## config.mk

```make
export PLATFORM = sky130hd
export DESIGN_NAME = ccse_ram
export DESIGN_NICKNAME = d
export VERILOG_FILES = /design/src/design/ccse_ram.sv
export SDC_FILE = /design/constraint.sdc
export NUM_CORES = 1
export LEC_CHECK = 0
export ABC_AREA = 1
export BUFFER_PORTS_ARGS = -buffer_cell sky130_fd_sc_hd__buf_2
export CAP_MARGIN = 20
export CELL_PAD_IN_SITES_DETAIL_PLACEMENT = 0
export CELL_PAD_IN_SITES_GLOBAL_PLACEMENT = 1
export CORE_ASPECT_RATIO = 1.1
export CORE_MARGIN = 2
export CORE_UTILIZATION = 46
export CTS_CLUSTER_DIAMETER = 150
export DETAILED_ROUTE_END_ITERATION = 10
export PLACE_DENSITY_LB_ADDON = 0.3
export SYNTH_ARGS = -nofsm -noshare
export SYNTH_HDL_FRONTEND = slang
export SYNTH_SLANG_ARGS = --single-unit
```

## constraint.sdc

```tcl
create_clock -name clk -period 1.65 [get_ports clk]
set_input_delay 0.33 -clock clk [delete_from_list [all_inputs] [get_ports clk]]
set_output_delay 0.33 -clock clk [all_outputs]
set_load 0.1 [all_outputs]
```

## src/design/ccse_ram.sv

```systemverilog
module ccse_ram #(
    parameter int WIDTH = 8,
    parameter int DEPTH = 32
) (
    input  logic                     clk,
    input  logic                     we,
    input  logic [$clog2(DEPTH)-1:0] waddr,
    input  logic [WIDTH-1:0]         wdata,
    input  logic [$clog2(DEPTH)-1:0] raddr,
    output logic [WIDTH-1:0]         rdata
);

    logic [WIDTH-1:0] mem [DEPTH];

    // single write port, registered read
    always_ff @(posedge clk)
    begin
        if (we)
        begin
            mem[waddr] <= wdata;
        end
        rdata <= mem[raddr];
    end

endmodule

```

== After elaboration in Yosys (flattened, before gate mapping) ==
Memories as Yosys holds them, arrays and structs flattened. A register that Yosys moved wholly into a read port is not among the register bits.
Cells that the tools add are included.
Storage, ports and cells
  bits in registers: 0
  memory bits (writable): 256
  input bits: 20
  output and inout port bits: 8
  memories kept: 1
Memory list
  mem: depth 32, width 8, read ports 1, clocked after Yosys merged registers in 1, wr ports 1, RTL line 13  | logic [WIDTH-1:0] mem [DEPTH];
Cells by class
  mux-type cells: 2
Operators with widths (count)
  two-way mux 1 bit: 2

== Depth between registers and ports, before layout ==
Gate-level depths: netlist (run 1).
  depth in word-level cells: 2
  gate-level depth with buffers: 11
  mapped depth without buffers: 9

== Worst setup path after synthesis (run 1) ==
Ideal clock, no wire load.
  path kind: input port to flip-flop
  start point: input waddr[0]
  end point: memory mem[0][0] (enable)
  library setup time: 0.370 ns
  arrival: 0.994 ns
  required time: 1.280 ns
  slack: 0.286 ns
  stages on the path: 3
  path buffers: 0
  cells stage by stage: inv_1 nand3_1 nor2_1
RTL lines
  from (decl): RTL line 7  | input logic [$clog2(DEPTH)-1:0] waddr,
  to (decl): RTL line 13
No word-level cell before the write port.

== Worst setup path in the final report (run 1) ==
  start point: register rdata[6], read port of mem
  end point: output rdata[6]
RTL lines
  from (decl): RTL line 10  | output logic [WIDTH-1:0] rdata
No word-level cell between the ends.

==> metrics.cfg, run 1 <==
[route]
via_count=6926
via_per_inst=5.25
routed_wl_mm=25.7
drt-initial-drc-count=577
ant_nets=0
firstDrtPassIters=6
route.detailed.drc=0
post_drt_wl_per_cell_microns=19.5

[cts]
cts.path.max_buffers=3
cts-root-buf=clkbuf_16
cts_sinks=264
hold_buffers=0
path_clk_slew_ns=0.06
cts_tree=yes
cts_buffers=27
insertion_delay_ns=0.52
h-tree-depth=1

[layout]
area_growth_pct=16.1
n_antenna_cell=0
nNetsFinal=1019
fin_area_sq_um=12500
fin_cells=1318
utilization_pct=54.6
final_layout_size_suffix_gt1_share_pct=13.7

[sta]
timing.slew.headroom_pct=57.3
finalCriticalPeriod_ns=1.61
max_freq_mhz=621
hold_viol_final=0
worst-slew-pin-transition_ns=0.640
finalSetupViolations=0
finalCritPeriodShare_pct=97.6
finalMaxSlewViolations=0
rsz0062_at_grt=false
worst_clock_skew_ns=0.00857

[critical_path]
cp-end-kind=output port
r2r-start=mem[17][1]
critical-path-top-delay-family=buffers and inverters
cp_slowest_stage_delay_ns=0.43
r2r-end=rdata[1]
crit_chain=buf_2
crit_start=rdata[6]
path_buf_inv=1
path_class=reg -> out
path_max_fanout=1
worstSetupStartpointType=flip-flop
crit_end=rdata[6]
critPathRequiredTime_ns=1.32
cp.arrival_ns=1.28
critPathSlowestCell=buf_2
worst-path-stages=1
worst-r2r-cell-count=8
reg2reg_slack_ns=0.45

[power_and_ir_drop]
ir_drop_mv=0.788
cellLeakagePower_uw=0.00475
p_sw_uw=3310
p_int_uw=11100
power_frac_comb_pct=8.1
power_per_cell_area_nw_per_um2=1150
sw_frac_of_total_pct=23.0
seqPwrFrac_pct=52.0
p_clk_share_pct=39.9

[grt]
grt_pass1_wl_mm=39.5
antenna_found_initial=0
grt_overflow=0
grt_usage_pct=21.5
grt_max_degree=43
grt_pass1_vias=6873

[floorplanning]
dieArea_sq_um=24700
core_area_sq_um=22900
die_width_microns=150
rows=58
dieHeight_microns=165
start_util_pct=47.0
ioPinCount=28

[flow_run]
drv_cap=0

[yosys]
ys_types=12
synthArstFlopShare_pct=0
synth_top_area_share_pct=71.3
synth_common_cells=nand2_1, edfxtp_1, nand3_1
yosys.area.top_type=edfxtp_1
synthCells=922
ys.flop_type=edfxtp_1
synth_edf_count=256
yosys_warnings=0
yosys.cell_count.top_type=nand2_1
synth.area.top_cells=edfxtp_1, nand2_1, nand3_1
synth_seq_cells=264
avgSynthCellArea_sq_um=11.7
yosysSeqAreaShare_pct=72.8
syn-num-nets=942
netlist_area_sq_um=10800

[outcome]
status=complete, no violations

[hold_path]
hp-class=in -> reg

[placement]
port_buffers=27
post-place-cells=1270
dpl_cell_area_sq_um=11700
place_congestion=0.808
dpl.hpwl_mm=16.5

worst min-delay path by stage:
| stage | startpoint | endpoint | cells after the start |
|---|---|---|---|
| detailed placement | raddr[4] | rdata[3] | 3 |
| CTS | raddr[4] | rdata[3] | 3 |
| global placement | raddr[4] | rdata[5] | 3 |
| finish | raddr[4] | rdata[3] | 3 |
| global route | raddr[4] | rdata[5] | 3 |
| floorplan | wdata[0] | mem[0][0] | 0 |
final cells by class:
class / instances / area [sq um]
clock inverters: 17 / 140
multi-input cells: 596 / 2490
fillers: 2033 / 10400
well taps: 300 / 375
clock buffers: 31 / 691
flip-flops and latches: 264 / 7850
inverters: 10 / 40.0
repair buffers: 100 / 940
layer usage:
layer	up-vias	wire (microns)	GRT usage, %
met5	-	0	0
met1	3352	10700	28.4
met4	0	529	5.53
met3	34	1420	2.51
li1	3346	-	-
met2	194	13000	37.8
registers in the layout, indices dropped and copies added, names as in the netlist:
signal	count
mem	256
rdata	8
cells by family (layout without fill, tap and decap cells):
family,count (synthesis),in the layout,synth area share (%)
AND/OR/NAND/NOR,596,596,23.1
flip-flops,264,264,72.8
buffers and inverters,62,158,4.14
stage by stage:
stage / total power [uW] / setup TNS, ns / worst slack [ns] / hold slack, ns
6_report: 14400 / 0 / 0.0396 / 0.158
3_3_place_gp: 8800 / -0.0106 / -0.0106 / 0.678
5_1_grt: 14900 / 0 / 0.000373 / 0.136
4_1_cts: 14500 / 0 / 0.00168 / 0.126
3_5_place_dp: 8800 / -0.0267 / -0.0267 / 0.676
2_1_floorplan: 8330 / 0 / 0.286 / 0.429
placed cells by master, fill, tap and decap left out, types with 2 or more instances in the layout:
| cell | synthesis | routed |
|---|---|---|
| buf_12 | 0 | 19 |
| buf_2 | 15 | 21 |
| buf_4 | 4 | 57 |
| bufinv_16 | 0 | 2 |
| clkbuf_1 | 7 | 4 |
| clkbuf_16 | 0 | 27 |
| clkbuf_4 | 0 | 2 |
| clkinv_1 | 0 | 7 |
| clkinv_2 | 0 | 6 |
| dfxtp_1 | 8 | 8 |
| edfxtp_1 | 256 | 256 |
| inv_1 | 8 | 8 |
| nand2_1 | 360 | 360 |
| nand3_1 | 204 | 204 |
| nor2_1 | 32 | 32 |
power groups by stage:
stage | clock network, uW | logic (uW) | registers [uW]
global placement | 0 | 1170 | 7630
CTS | 5860 | 1180 | 7490
detailed placement | 0 | 1170 | 7630
finish | 5750 | 1170 | 7490
floorplan | 0 | 537 | 7790
global route | 6140 | 1280 | 7490
what timing repair did:
item | 4_1_cts | 5_1_grt
setup endpoints to repair | 3 | 2
buffers inserted | 0 | 0
pin swaps | 0 | 0
resized for setup | 4 | 2
tightest hold or removal path: cells and delay by family:
| family | cells | cell delay, ns |
|---|---|---|
| buffers and inverters | 1 | 0.17 |
| and+or+nand+nor | 2 | 0.12 |
Power figures use the tool's default switching activity.
==> run 2, diff against run 1 <==
--- a/config.mk
+++ b/config.mk
@@ -16,4 +16,5 @@
 export CTS_CLUSTER_DIAMETER = 150
 export DETAILED_ROUTE_END_ITERATION = 10
+export GPL_ROUTABILITY_DRIVEN = 0
 export PLACE_DENSITY_LB_ADDON = 0.3
 export SYNTH_ARGS = -nofsm -noshare
==> constraint.sdc (replaced) <==
create_clock -name clk -period 1.65 [get_ports clk]
set_input_delay 0.33 -clock clk [delete_from_list [all_inputs] [get_ports clk]]
set_output_delay 0.33 -clock clk [all_outputs]
set_load 0.02 [all_outputs]
==> run 2 against run 1 <==
Global-route usage about the same. Power fell by 1.1%. Clock skew increased by 0.0017 ns. Maximum frequency up 6.4%. Sequential share of layout area up 0.082 points. Worst setup slack better by 0.097 ns. Cell count is the same. Worst hold slack better by 0.0020 ns. Critical path depth unchanged. Highest routed layer unchanged. Non-clock buffer count unchanged. Final area decreased by 0.13%. Combinational power shrank 13%.
==> metrics.cfg, run 2 (synthesis gave the netlist of run 1 again) <==
[outcome]
status=complete, no violations

[grt]
grt_overflow=0
grt_usage_pct=21.5
grt_pass1_wl_mm=39.5
grt_max_degree=43
antenna_found_initial=0
grt_pass1_vias=6871

[route]
route.detailed.drc=0
via_count=6907
firstDrtPassIters=5
via_per_inst=5.24
drt-initial-drc-count=574
ant_nets=0
post_drt_wl_per_cell_microns=19.5
routed_wl_mm=25.7

[critical_path]
critPathSlowestCell=dfxtp_1
worst-r2r-cell-count=8
r2r-end=rdata[1]
cp-end-kind=output port
reg2reg_slack_ns=0.45
critPathRequiredTime_ns=1.32
path_class=reg -> out
path_max_fanout=1
path_buf_inv=1
worstSetupStartpointType=flip-flop
critical-path-top-delay-family=flip-flops
cp.arrival_ns=1.18
crit_chain=buf_2
r2r-start=mem[17][1]
cp_slowest_stage_delay_ns=0.45

[sta]
finalMaxSlewViolations=0
finalCritPeriodShare_pct=91.7
finalCriticalPeriod_ns=1.51
rsz0062_at_grt=false
timing.slew.headroom_pct=57.2
whs_ns=0.160
finalSetupViolations=0
max_freq_mhz=661
worst-slew-pin-transition_ns=0.641
worst_clock_skew_ns=0.0102
hold_viol_final=0

[cts]
hold_buffers=0
post_cts_resized=0
cts_buffers=27
cts.path.max_buffers=3
cts-root-buf=clkbuf_16
post_cts_buffers=0
path_clk_slew_ns=0.06
h-tree-depth=1
insertion_delay_ns=0.52
cts_sinks=264
cts_tree=yes

[layout]
reg_top3=mem: 256 flops, rdata: 8 flops
area_growth_pct=16.0
layout_common_cells=nand2_1, edfxtp_1, nand3_1, buf_4, nor2_1
n_antenna_cell=0
largest_reg_flops=256
final_layout_size_suffix_gt1_share_pct=13.7
utilization_pct=54.6
nNetsFinal=1019
largest_register=mem
layout_commonest_cell=nand2_1

[placement]
dpl.hpwl_mm=16.5
port_buffers=27

[hold_path]
hp-class=in -> reg
hold_depth=3
holdPathEnd=rdata[3]
hp-start=raddr[4]

[floorplanning]
core_area_sq_um=22900
ioPinCount=28
rows=58
start_util_pct=47.0
die_width_microns=150
dieArea_sq_um=24700
dieHeight_microns=165

[power_and_ir_drop]
ir_drop_mv=0.785
power_per_cell_area_nw_per_um2=1140
cellLeakagePower_uw=0.00474

[flow_run]
drv_cap=0

run 2: cell types whose count changed in the layout (fill, tap and decap cells not counted):
cell / previous run / this run
buf_4: 57 / 55
buf_6: 1 / 0
clkbuf_4: 2 / 0
buf_2: 21 / 26
run 2: report_power, final:
part	leakage (uW)	switching (uW)	internal (uW)
registers	0.00237	35.2	7450
logic	0.00196	684	332
clock network	0.000407	2440	3300
total	0.00474	3160	11100
run 2: how the worst max path moves through the flow:
stage              from        end  slack [ns]  cells after the start
2_1_floorplan  waddr[0]  mem[0][0]        0.29                      3
3_3_place_gp   raddr[0]   rdata[1]       -0.01                     11
3_5_place_dp   raddr[0]   rdata[1]       -0.03                     11
4_1_cts        rdata[5]   rdata[5]        0.13                      1
5_1_grt        rdata[5]   rdata[5]        0.11                      1
6_report       rdata[5]   rdata[5]        0.14                      1
run 2: stage by stage:
stage	setup TNS, ns	worst slack (ns)	total power, uW	cell area [sq um]	cells
global route	0	0.114	14800	12500	1318
floorplan	0	0.286	8180	10800	922
finish	0	0.136	14200	12500	1318
detailed placement	-0.0267	-0.0267	8660	11700	1270
global placement	-0.0106	-0.0106	8650	11700	1270
CTS	0	0.128	14400	12500	1318
run 2: area by class of cell:
cell class / instances / area (sq um)
Clock buffer: 31 / 691
Clock inverter: 17 / 140
Fill cell: 2034 / 10400
Inverter: 10 / 40.0
Multi-Input combinational cell: 596 / 2490
Sequential cell: 264 / 7850
Tap cell: 300 / 375
Timing Repair Buffer: 100 / 923
run 2: metal layers:
layer  wire length [microns]  global-route usage (%)
met3                    1480                    2.49
met5                       0                       0
met1                   10800                    28.4
met4                     527                    5.53
met2                   12900                    37.8
==> run 3, diff against run 2 <==
--- a/config.mk
+++ b/config.mk
@@ -17,4 +17,5 @@
 export DETAILED_ROUTE_END_ITERATION = 10
 export GPL_ROUTABILITY_DRIVEN = 0
+export MAX_ROUTING_LAYER = met4
 export PLACE_DENSITY_LB_ADDON = 0.3
 export SYNTH_ARGS = -nofsm -noshare
==> constraint.sdc (replaced) <==
create_clock -name clk -period 1.65 [get_ports clk]
set_input_delay 0.33 -clock clk [delete_from_list [all_inputs] [get_ports clk]]
set_output_delay 0.33 -clock clk [all_outputs]
set_load 0.005 [all_outputs]
==> run 3 against run 2 <==
Via count shrank 0.54%. Sequential share of layout area is the same. Die area is the same. Clock power is essentially flat. Worst hold slack lost 0.0016 ns. Maximum frequency grew 3.7%.
==> metrics.cfg, run 3 (synthesis gave the netlist of run 1 again) <==
[outcome]
status=complete, no violations

[route]
drt-initial-drc-count=586
ant_nets=0
route.detailed.drc=0
routed_wl_mm=25.7
post_drt_wl_per_cell_microns=19.5
via_per_inst=5.21
via_count=6870
firstDrtPassIters=5

[layout]
largest_reg_flops=256
multi_input_area_sq_um=2490
largest_register=mem
final_layout_size_suffix_gt1_share_pct=13.7
register_area_sq_um=7850
utilization_pct=54.6
n_antenna_cell=0
nNetsFinal=1019
fill_cells=2034
fin_area_sq_um=12500
layout_commonest_cell=nand2_1
area_growth_pct=16.0
reg_top3=mem: 256 flops, rdata: 8 flops
layout_common_cells=nand2_1, edfxtp_1, nand3_1, buf_4, nor2_1

[sta]
timing.slew.headroom_pct=58.4
hold_viol_final=0
max_freq_mhz=685
worst_clock_skew_ns=0.00998
finalCritPeriodShare_pct=88.5
tns_ns=0
finalMaxSlewViolations=0
worst-slew-pin-transition_ns=0.625
finalSetupViolations=0
finalCriticalPeriod_ns=1.46
rsz0062_at_grt=false

[grt]
antenna_found_initial=0
grt_overflow=0
grt_usage_pct=22.1
grt_pass1_vias=6861
grt_max_degree=43
grt_pass1_wl_mm=39.5

[critical_path]
path_max_fanout=1
critPathRequiredTime_ns=1.32
cp-end-kind=output port
path_class=reg -> out
critPathSlowestCell=dfxtp_1
cp.arrival_ns=1.13
worstSetupStartpointType=flip-flop
cp_slowest_stage_delay_ns=0.45
critical-path-top-delay-family=flip-flops
crit_chain=buf_2
path_buf_inv=1

[cts]
hold_buffers=0
insertion_delay_ns=0.52
h-tree-depth=1
post_cts_resized=0
cts-root-buf=clkbuf_16
cts_tree=yes
path_clk_slew_ns=0.06
cts.path.max_buffers=3
cts_buffers=27
cts_sinks=264
post_cts_buffers=0

[floorplanning]
ioPinCount=28
dieHeight_microns=165
core_area_sq_um=22900
rows=58
die_width_microns=150
dieArea_sq_um=24700
start_util_pct=47.0

[placement]
dpl.hpwl_mm=16.5
port_buffers=27
dpl_cell_area_sq_um=11700

[power_and_ir_drop]
ir_drop_mv=0.787
power_per_cell_area_nw_per_um2=1140
total_power_uw=14200
cellLeakagePower_uw=0.00474

[hold_path]
hp-class=in -> reg

[flow_run]
drv_cap=0

-- run 3: cell counts in the layout (fill, tap and decap cells not counted) --
No cell type changed its count.
-- run 3: worst reg2reg max path, stage by stage, from the launching register on --
cell      delay, ns
edfxtp_1       0.37
nand2_1        0.08
nand3_1        0.07
nand3_1        0.12
nand2_1        0.11
nand2_1        0.09
nand2_1        0.06
nand2_1        0.12
nand2_1        0.07
-- run 3: area by class of cell --
cell class | instances | area share, %
Multi-Input combinational cell | 596 | 19.9
Tap cell | 300 | 3.00
Clock buffer | 31 | 5.52
Clock inverter | 17 | 1.12
Sequential cell | 264 | 62.7
Timing Repair Buffer | 100 | 7.38
Inverter | 10 | 0.320
-- run 3: stage by stage --
step	hold WS [ns]	setup slack [ns]	cells
after global placement	0.678	-0.0106	1270
after CTS	0.126	0.179	1318
after global routing	0.137	0.167	1318
after floorplan	0.429	0.286	922
after detailed placement	0.676	-0.0267	1270
final	0.159	0.190	1318
-- run 3: routing by layer --
| layer | vias up | routed length, microns | GRT usage, % |
|---|---|---|---|
| met1 | 3306 | 10900 | 28.7 |
| met5 | - | 0 | - |
| met4 | 0 | 500 | 5.53 |
| met3 | 34 | 1450 | 2.49 |
| li1 | 3348 | - | - |
| met2 | 182 | 12800 | 37.6 |
-- run 3: path summary, 6_finish.rpt --
path               from        to  slack, ns  cells past startpoint
max            rdata[5]  rdata[5]       0.19                      1
min            raddr[4]  rdata[6]       0.16                      3
max reg2reg  mem[17][1]  rdata[1]       0.45                      8
min reg2reg  mem[26][5]  rdata[5]       0.75                      8
-- run 3: power breakdown --
part | switching, uW | internal (uW)
clock | 2450 | 3300
sequential | 35.3 | 7450
combinational | 655 | 331
